<file path="src/rtl/core/pcm_pkg.sv">
package pcm_pkg;

  // Sizes of the block
  localparam int NUM_SOURCES = 5;
  localparam int VEL_WIDTH   = 16;
  localparam int SRC_W       = 3;
  localparam int STAMP_W     = 32;
  localparam int TIMEOUT_W   = 16;
  localparam int DB_W        = 15;
  localparam int CFG_ADDR_W  = 1;
  localparam int CFG_DATA_W  = 16;

  // Magnitude compare width: room for |most negative| and for the deadband
  localparam int MAG_W = (VEL_WIDTH + 1 > DB_W) ? VEL_WIDTH + 1 : DB_W;

  // Packed stream widths, rounded up to whole bytes
  localparam int IN_RAW_W   = SRC_W + 3 * VEL_WIDTH + STAMP_W;
  localparam int IN_DATA_W  = ((IN_RAW_W + 7) / 8) * 8;
  localparam int OUT_RAW_W  = 3 * VEL_WIDTH + 1 + SRC_W;
  localparam int OUT_DATA_W = ((OUT_RAW_W + 7) / 8) * 8;

  // Reset values of the registers
  localparam logic [TIMEOUT_W-1:0] TIMEOUT_RST = TIMEOUT_W'(400);
  localparam logic [DB_W-1:0]      DEADBAND_RST = DB_W'(4);

  // Register indexes
  typedef enum logic [CFG_ADDR_W-1:0] {
    CFG_STALE_TIMEOUT = 1'b0,
    CFG_DEADBAND      = 1'b1
  } cfg_idx_t;

  // Item kinds
  typedef enum logic [0:0] {
    OP_CMD  = 1'b0,
    OP_TICK = 1'b1
  } opcode_t;

  typedef logic signed [VEL_WIDTH-1:0] vel_t;

  typedef struct packed {
    opcode_t            opcode;
    logic [SRC_W-1:0]   source_index;
    vel_t               lin_x;
    vel_t               lin_y;
    vel_t               ang_z;
    logic [STAMP_W-1:0] now_ms;
  } item_t;

  typedef struct packed {
    vel_t             out_lin_x;
    vel_t             out_lin_y;
    vel_t             out_ang_z;
    logic             source_valid;
    logic [SRC_W-1:0] chosen_source;
  } result_t;

  // One component counts when its magnitude is strictly above the deadband
  function automatic logic comp_active(input vel_t v, input logic [DB_W-1:0] db);
    logic [VEL_WIDTH:0] ext;
    logic [VEL_WIDTH:0] mag;
    begin
      ext = {v[VEL_WIDTH-1], v};
      mag = v[VEL_WIDTH-1] ? (~ext + (VEL_WIDTH+1)'(1)) : ext;
      comp_active = MAG_W'(mag) > MAG_W'(db);
    end
  endfunction

  function automatic logic vel_active(input vel_t x, input vel_t y, input vel_t z,
                                      input logic [DB_W-1:0] db);
    vel_active = comp_active(x, db) | comp_active(y, db) | comp_active(z, db);
  endfunction

endpackage

</file>
<file path="src/rtl/core/pcm_in_reg.sv">
module pcm_in_reg
  import pcm_pkg::*;
(
  input  logic  clk,
  input  logic  rst_n,
  input  logic  in_valid,
  output logic  in_ready,
  input  item_t in_item,
  input  logic  advance,
  output logic  item_valid,
  output item_t item
);

  logic  valid_r;
  logic  valid_nxt;
  item_t item_r;

  // Take a beat whenever the register is empty or drains this cycle
  assign in_ready  = ~valid_r | advance;
  assign valid_nxt = in_ready ? in_valid : valid_r;

  always_ff @(posedge clk) begin
    if (!rst_n) begin
      valid_r <= 1'b0;
    end else begin
      valid_r <= valid_nxt;
    end
  end

  // Payload needs no reset
  always_ff @(posedge clk) begin
    if (in_valid && in_ready) begin
      item_r <= in_item;
    end
  end

  assign item_valid = valid_r;
  assign item       = item_r;

endmodule

</file>
<file path="src/rtl/core/pcm_slot_bank.sv">
module pcm_slot_bank
  import pcm_pkg::*;
(
  input  logic                  clk,
  input  logic                  rst_n,
  input  logic                  cfg_we,
  input  logic [CFG_ADDR_W-1:0] cfg_addr,
  input  logic [CFG_DATA_W-1:0] cfg_wdata,
  input  logic                  go,
  input  item_t                 item,
  output result_t               result
);

  logic [TIMEOUT_W-1:0]   timeout_r;
  logic [DB_W-1:0]        deadband_r;
  logic [NUM_SOURCES-1:0] valid_r;
  logic [NUM_SOURCES-1:0] valid_nxt;
  logic [NUM_SOURCES-1:0] fresh;
  logic [NUM_SOURCES-1:0] hit;
  logic [NUM_SOURCES-1:0] wr_slot;
  vel_t                   lx_r [NUM_SOURCES];
  vel_t                   ly_r [NUM_SOURCES];
  vel_t                   az_r [NUM_SOURCES];
  logic [STAMP_W-1:0]     stamp_r [NUM_SOURCES];
  logic                   cmd_active;
  logic [STAMP_W-1:0]     age;

  // Configuration registers
  always_ff @(posedge clk) begin
    if (!rst_n) begin
      timeout_r  <= TIMEOUT_RST;
      deadband_r <= DEADBAND_RST;
    end else if (cfg_we) begin
      case (cfg_idx_t'(cfg_addr))
        CFG_STALE_TIMEOUT: timeout_r  <= cfg_wdata[TIMEOUT_W-1:0];
        CFG_DEADBAND:      deadband_r <= cfg_wdata[DB_W-1:0];
        default: ;
      endcase
    end
  end

  assign cmd_active = vel_active(item.lin_x, item.lin_y, item.ang_z, deadband_r);

  // Per-slot decode, age check and eligibility
  always_comb begin
    for (int i = 0; i < NUM_SOURCES; i++) begin
      age        = item.now_ms - stamp_r[i];
      fresh[i]   = valid_r[i] & ~(age > STAMP_W'(timeout_r));
      wr_slot[i] = (item.source_index == SRC_W'(i));
      hit[i]     = fresh[i] & vel_active(lx_r[i], ly_r[i], az_r[i], deadband_r);
    end
  end

  // Command sets or clears its slot; tick drops stale slots
  always_comb begin
    valid_nxt = valid_r;
    if (go) begin
      case (item.opcode)
        OP_CMD: begin
          for (int i = 0; i < NUM_SOURCES; i++) begin
            if (wr_slot[i]) valid_nxt[i] = cmd_active;
          end
        end
        OP_TICK: valid_nxt = fresh;
        default: valid_nxt = valid_r;
      endcase
    end
  end

  always_ff @(posedge clk) begin
    if (!rst_n) begin
      valid_r <= '0;
    end else begin
      valid_r <= valid_nxt;
    end
  end

  // Slot payload, written only by an active command
  always_ff @(posedge clk) begin
    for (int i = 0; i < NUM_SOURCES; i++) begin
      if (go && item.opcode == OP_CMD && wr_slot[i] && cmd_active) begin
        lx_r[i]    <= item.lin_x;
        ly_r[i]    <= item.lin_y;
        az_r[i]    <= item.ang_z;
        stamp_r[i] <= item.now_ms;
      end
    end
  end

  // Fixed priority: lowest index wins, scan from the top index down
  always_comb begin
    result = '0;
    for (int i = NUM_SOURCES - 1; i >= 0; i--) begin
      if (hit[i]) begin
        result.out_lin_x     = lx_r[i];
        result.out_lin_y     = ly_r[i];
        result.out_ang_z     = az_r[i];
        result.source_valid  = 1'b1;
        result.chosen_source = SRC_W'(i);
      end
    end
  end

endmodule

</file>
<file path="src/rtl/core/pcm_out_reg.sv">
module pcm_out_reg
  import pcm_pkg::*;
(
  input  logic    clk,
  input  logic    rst_n,
  input  logic    load,
  input  result_t result,
  output logic    free,
  output logic    out_valid,
  input  logic    out_ready,
  output result_t out_result
);

  logic    valid_r;
  logic    valid_nxt;
  result_t result_r;

  // Room for a new beat when empty or the held one leaves now
  assign free = ~valid_r | out_ready;

  always_comb begin
    valid_nxt = valid_r;
    if (load) begin
      valid_nxt = 1'b1;
    end else if (out_ready) begin
      valid_nxt = 1'b0;
    end
  end

  always_ff @(posedge clk) begin
    if (!rst_n) begin
      valid_r <= 1'b0;
    end else begin
      valid_r <= valid_nxt;
    end
  end

  always_ff @(posedge clk) begin
    if (load) begin
      result_r <= result;
    end
  end

  assign out_valid  = valid_r;
  assign out_result = result_r;

endmodule

</file>
<file path="src/rtl/core/priority_command_mux_with_timeout.sv">
// Channel   Dir  Handshake          Payload
// in_       in   tvalid/tready      tuser: opcode; tdata: source, velocities, time
// out_      out  tvalid/tready      tdata: velocities, valid flag, chosen source
// cfg_      in   we (no wait)       addr: register index; wdata: value
//
// One beat per cycle unless a tick stalls. A beat held in the input register
// updates the slot bank; a tick's priority pick lands in the output register.
// A tick beat stalls in the input register only while the output register is
// full and out_tready is low; command beats never wait on the output side.
// Reset is synchronous, active low; it clears all slot valid bits and restores
// the timeout and deadband registers.
module priority_command_mux_with_timeout
  import pcm_pkg::*;
(
  input  logic                  clk,
  input  logic                  rst_n,
  input  logic                  in_tvalid,
  output logic                  in_tready,
  input  logic                  in_tuser,   // [0] opcode
  input  logic [IN_DATA_W-1:0]  in_tdata,   // source_index, lin_x, lin_y, ang_z, now_ms
  output logic                  out_tvalid,
  input  logic                  out_tready,
  output logic [OUT_DATA_W-1:0] out_tdata,  // out_lin_x, out_lin_y, out_ang_z,
                                            // source_valid, chosen_source
  input  logic                  cfg_we,
  input  logic [CFG_ADDR_W-1:0] cfg_addr,
  input  logic [CFG_DATA_W-1:0] cfg_wdata
);

  item_t   in_item;
  item_t   item;
  logic    item_valid;
  logic    advance;
  logic    out_free;
  result_t result;
  result_t out_result;

  // Unpack the input beat, lowest field first
  assign in_item.opcode       = opcode_t'(in_tuser);
  assign in_item.source_index = in_tdata[SRC_W-1:0];
  assign in_item.lin_x        = in_tdata[SRC_W +: VEL_WIDTH];
  assign in_item.lin_y        = in_tdata[SRC_W + VEL_WIDTH +: VEL_WIDTH];
  assign in_item.ang_z        = in_tdata[SRC_W + 2*VEL_WIDTH +: VEL_WIDTH];
  assign in_item.now_ms       = in_tdata[SRC_W + 3*VEL_WIDTH +: STAMP_W];

  // A held beat moves on unless it is a tick facing a full output
  assign advance = item_valid & ((item.opcode == OP_CMD) | out_free);

  pcm_in_reg u_in_reg (
    .clk        (clk),
    .rst_n      (rst_n),
    .in_valid   (in_tvalid),
    .in_ready   (in_tready),
    .in_item    (in_item),
    .advance    (advance),
    .item_valid (item_valid),
    .item       (item)
  );

  pcm_slot_bank u_slot_bank (
    .clk       (clk),
    .rst_n     (rst_n),
    .cfg_we    (cfg_we),
    .cfg_addr  (cfg_addr),
    .cfg_wdata (cfg_wdata),
    .go        (advance),
    .item      (item),
    .result    (result)
  );

  pcm_out_reg u_out_reg (
    .clk        (clk),
    .rst_n      (rst_n),
    .load       (advance & (item.opcode == OP_TICK)),
    .result     (result),
    .free       (out_free),
    .out_valid  (out_tvalid),
    .out_ready  (out_tready),
    .out_result (out_result)
  );

  // Pack the result beat, lowest field first, zero fill to whole bytes
  assign out_tdata = OUT_DATA_W'({out_result.chosen_source,
                                  out_result.source_valid,
                                  out_result.out_ang_z,
                                  out_result.out_lin_y,
                                  out_result.out_lin_x});

endmodule
</file>
<file path="config.mk">
export PLATFORM = sky130hd
export DESIGN_NAME = priority_command_mux_with_timeout
export DESIGN_NICKNAME = d
export VERILOG_FILES = /design/src/rtl/core/pcm_pkg.sv /design/src/rtl/core/pcm_in_reg.sv /design/src/rtl/core/pcm_slot_bank.sv /design/src/rtl/core/pcm_out_reg.sv /design/src/rtl/core/priority_command_mux_with_timeout.sv
export SDC_FILE = /design/constraint.sdc
export NUM_CORES = 2
export LEC_CHECK = 0
export BUFFER_PORTS_ARGS = -buffer_cell sky130_fd_sc_hd__buf_2
export CORE_UTILIZATION = 44
export CTS_BUF_LIST = sky130_fd_sc_hd__clkbuf_8
export DETAILED_ROUTE_END_ITERATION = 6
export GPL_TIMING_DRIVEN = 0
export PLACE_DENSITY = 0.65
export RECOVER_POWER = 100
export SYNTH_ARGS = -nofsm -noshare
export SYNTH_HDL_FRONTEND = slang
export SYNTH_HIERARCHICAL = 1
export SYNTH_SLANG_ARGS = --single-unit
export TNS_END_PERCENT = 100
</file>
<file path="constraint.sdc">
create_clock -name clk -period 23.6 [get_ports clk]
set_input_delay 7.08 -clock clk [delete_from_list [all_inputs] [get_ports clk]]
set_output_delay 7.08 -clock clk [all_outputs]
set_load 0.1 [all_outputs]
</file>
==> results by stage <==
Outcome:
- The flow ran to the end, but the final reports show violations.
- The checks that failed: DRC, capacitance limit, slew limit.

Floorplanning:
- The die width is 316 um.
- The area enclosed by the die boundary is 100,000 sq um.
- The top-level I/O count is 169.
- In this run the core area contains 114 standard-cell rows.
- The initial core utilization is 0.447.
- The core region is 97,300 sq um.
- The die extent in y is 316 um.

Synthesis:
- The post-synthesis share of cell area spent on xor and xnor gates is 0.0693.
- The synthesized design spends more area on one cell type than any other, namely sky130_fd_sc_hd__edfxtp_1.
- For this run, the leading register cell type out of synthesis is sky130_fd_sc_hd__edfxtp_1.
- Of the post-synthesis cell area, the dominant cell type holds 0.370.
- Of all flip-flops after synthesis, the portion carrying an async set or reset was 0.
- The number of distinct standard cells referenced by the synthesized netlist is 99.
- The adder and majority gate portion of the synthesized area is 0.153.
- The multiplexer area fraction after synthesis is 0.00276.
- After technology mapping, the gate count stands at 4,483.
- The simple-gate share of the synthesized area is 0.148.
- The number of flops mapped to enable cells by yosys is 536.
- The synthesized design contains 574 register bits.
- In this run the cell area of the synthesized design comes to 43,500 sq um.
- The sequential-to-total area share from yosys stat is 0.388.
- In the post-synthesis netlist, the biggest area contributors are sky130_fd_sc_hd__edfxtp_1 (37%), sky130_fd_sc_hd__ha_1 (15%), sky130_fd_sc_hd__xnor2_1 (6.0%), sky130_fd_sc_hd__a21oi_1 (4.3%), sky130_fd_sc_hd__nand2_1 (3.3%).
- By area, the combinational part of the netlist is dominated by compound AO/OA/AOI/OAI gates.
- The average instance in the mapped netlist occupies 9.70 sq um.
- The area fraction in compound gates after synthesis is 0.201.
- The number of warnings reported in the yosys synthesis log is 6.

Clocking:
- CTS placed an instance of sky130_fd_sc_hd__clkbuf_8 at the clock tree root.
- The H-tree depth is 3.
- The clock-pin slew of the registers on the worst-case setup and hold paths is 0.06 ns.
- In this run, post-CTS repair resized a total of 0 instances.
- The maximum count of clock buffers along a single path is 3.
- The insertion delay of the later-clocked pin in the worst-skew pair is 0.80 ns.
- The TritonCTS clock tree is yes.
- The number of buffers inserted for hold repair after clock tree synthesis is 0.
- The count of buffers added by post-CTS timing repair for setup is 0.
- CTS saw 574 sinks.
- In this run, CTS created clock tree buffers numbering 100.

Power:
- The static power due to leakage is 17.8 nW.
- The power per cell area is 54.3 nW/um^2.
- The maximum VDD drop is 0.0415 mV.

Setup path:
- The maximum fanout along the worst path is 7.
- The most used cell along the critical path is sky130_fd_sc_hd__nand2b_1.
- The beginning of the critical path is out_tready.
- The critical path startpoint category is an input pin.
- STA classifies the critical path endpoint as an output pin.
- The cell at the slowest stage of the critical path is sky130_fd_sc_hd__a21boi_0.
- In this run the critical register-to-register path is launched from u_in_reg/item[0]$_DFFE_PP_.
- The required time of the worst setup path is 16.52 ns.
- The critical path goes through buf_2 -> nand2b_1 -> inv_1 -> a21boi_0 -> nand2b_1 -> clkbuf_1.
- The highest cell delay on the worst timing path is 0.96 ns.
- The category of the critical setup timing path is input pin to output pin.
- The critical path arrival is 9.51 ns.

Routing:
- Dividing the detail-routed wire length by the instance count gives 23.4 um.
- The remaining routing DRC violations is 6.
- The routed layout has 37,300 vias.
- The number of nets with antenna violations after routing is 0.
- The first TritonRoute pass finished after 7 iterations.
- After detailed routing, the number of vias per cell comes to 6.06.
- For this block, the routed nets add up to 144,000 um of wire.
- The initial DRC count is 3,667.

Place:
- The estimated wirelength of the detail-placed design is 109,000 um.
- Routability-driven placement finished with a final weighted congestion of 0.959.
- The number of input and output port buffers inserted is 159.

Finish:
- The area of the multi-input gates is 24,900 sq um.
- Of the cells placed in the final design, the portion with a size suffix greater than 1 is 0.0668.
- Relative to the synthesized area, the layout overhead comes to 10.6%.
- The register area is 16,900 sq um.
- After the last flow step, the layout net total stands at 5,438.
- The final-layout fill cell count is 9,244.

Timing:
- The worst path needs 16.59 ns of the cycle, external delays included.
- Dividing the final minimum period by the clock period gives 0.703.
- The total count of hold-check failures in the final report came to 0.
- The post-route clock skew is 0.0678 ns.
- The actual slew at the worst max-slew pin is 3.09 ns.
- Setup repair after global routing left no endpoint under its margin.
- The total of endpoints with negative setup slack in the final report is 0.
- After routing, the total negative slack on setup checks comes to 0 ns.
- The maximum operating frequency is 60.3 MHz.
- Final hold analysis gives a worst-case slack of 0.469 ns.
- The count of pins over their slew limit is 147.
- The worst pin sits at a relative slew slack of -1.06.

Min path:
- In this run the most critical hold path is launched from u_slot_bank/deadband_r[13]$_SDFFE_PN0P_.
- The type of the worst min-delay path is register to register.

Global routing:
- The wire length of the first global-routing pass is 213,000 um.
- The maximum number of pins on one net before global-route repair is 85.
- The overall global routing resource usage is 0.283.
- For this run the aggregate overflow at the end of global routing stands at 0.
- The via count of the first global-routing pass came to 35,100.
- The number of antenna violations at the first check in global routing was 3.

Run:
- The tool flagged a number of max-cap violations equal to 4.
-- layout make-up --
class,instances,area share
Antenna cell,1,0.0000520
Buffer,153,0.0131
Clock buffer,101,0.0289
Clock inverter,83,0.0145
Inverter,281,0.0219
Multi-Input combinational cell,3478,0.518
Sequential cell,574,0.350
Tap cell,1276,0.0332
Timing Repair Buffer,211,0.0196
-- cell usage after synthesis, drive strengths merged (14+ instances only) --
| cell type | count |
|---|---|
| nand2 | 380 |
| a31oi | 24 |
| and3 | 21 |
| nand2b | 61 |
| o2111ai | 14 |
| a21o | 81 |
| a211o | 27 |
| nor3 | 73 |
| nand3 | 107 |
| o21a | 63 |
| nor2 | 225 |
| or2 | 23 |
| a211oi | 35 |
| inv | 281 |
| xor2 | 45 |
| nand4 | 97 |
| a21boi | 38 |
| o21bai | 21 |
| a32oi | 24 |
| or4 | 36 |
| ha | 523 |
| o31ai | 84 |
| or3 | 38 |
| nand3b | 14 |
| a311o | 30 |
| edfxtp | 536 |
| o21ai | 268 |
| nor4 | 87 |
| a21oi | 372 |
| nor2b | 48 |
| buf | 30 |
| xnor2 | 299 |
| clkbuf | 123 |
| and2 | 15 |
| o41ai | 34 |
| o211ai | 90 |
| dfxtp | 38 |
| a2111oi | 18 |
-- critical path: cells and delay by family --
| kind | cells | cell delay (ns) |
|---|---|---|
| compound gates | 1 | 0.96 |
| buf+inv | 3 | 1.00 |
| simple gates | 2 | 0.45 |
-- stage by stage --
| stage | instances | utilization | power, mW | cell area [sq um] | setup WS [ns] |
|---|---|---|---|---|---|
| after global routing | 6158 | 0.494 | 2.72 | 48100 | 7.00 |
| after global placement | 5921 | 0.472 | 1.64 | 45900 | 0.702 |
| after CTS | 6156 | 0.499 | 2.63 | 48500 | 7.92 |
| final | 6158 | 0.494 | 2.61 | 48100 | 7.01 |
| after detailed placement | 5972 | 0.477 | 1.65 | 46400 | 7.92 |
| after floorplan | 4486 | - | 1.51 | 43500 | 7.63 |
-- cells in the final DEF (no fill, tap or decap), drive strengths merged, types with 23 or more instances in the layout --
cell type,instances
nand4,97
nand2b,61
nand3,107
xor2,45
o41ai,34
edfxtp,536
clkinv,40
nor2b,48
o21a,63
nor3,73
a211o,27
a32oi,24
dfxtp,38
o31ai,84
a21boi,38
o21ai,268
o211ai,90
nor4,87
buf,125
a311o,30
nor2,225
ha,523
a211oi,35
a21oi,372
a21o,81
a31oi,24
nand2,380
clkbuf,338
or2,23
or3,38
or4,36
xnor2,299
inv,308
-- power by group --
group          leakage, nW  switching (mW)  internal [mW]  total, mW
clock network         1.13           0.448          0.525      0.973
logic                 11.5           0.288          0.161      0.450
registers             5.17          0.0464           1.14       1.19
total                 17.8           0.783           1.83       2.61
-- registers in the layout (all words and copies together) (netlist names) --
register                count
u_in_reg/item              84
u_in_reg/item_valid         1
u_out_reg/out_result       52
u_out_reg/out_valid         1
u_slot_bank/az_r           80
u_slot_bank/deadband_r     15
u_slot_bank/lx_r           80
u_slot_bank/ly_r           80
u_slot_bank/stamp_r       160
u_slot_bank/timeout_r      16
u_slot_bank/valid_r         5
-- path summary, 6_finish.rpt --
check	to	slack, ns	cells after the start
max	in_tready	7.01	6
min	u_slot_bank/deadband_r[13]$_SDFFE_PN0P_	0.47	2
max reg2reg	u_out_reg/out_result[17]$_DFFE_PP_	14.85	25
min reg2reg	u_slot_bank/deadband_r[13]$_SDFFE_PN0P_	0.47	2
-- kinds of logic after synthesis --
logic type	after synthesis
mux	12
simple gates	1268
flops	574
buf+inv	434
other cells	1
fa+ha+maj	528
xor+xnor	344
compound gates	1322
-- routing by layer --
metal,up-vias,global-route usage,share of wire
met4,4,0.140,0.057
met3,380,0.0453,0.071
met1,17800,0.348,0.40
met2,1494,0.479,0.47
met5,-,0,0.00019
li1,17700,-,-
Power figures use the tool's default switching activity.
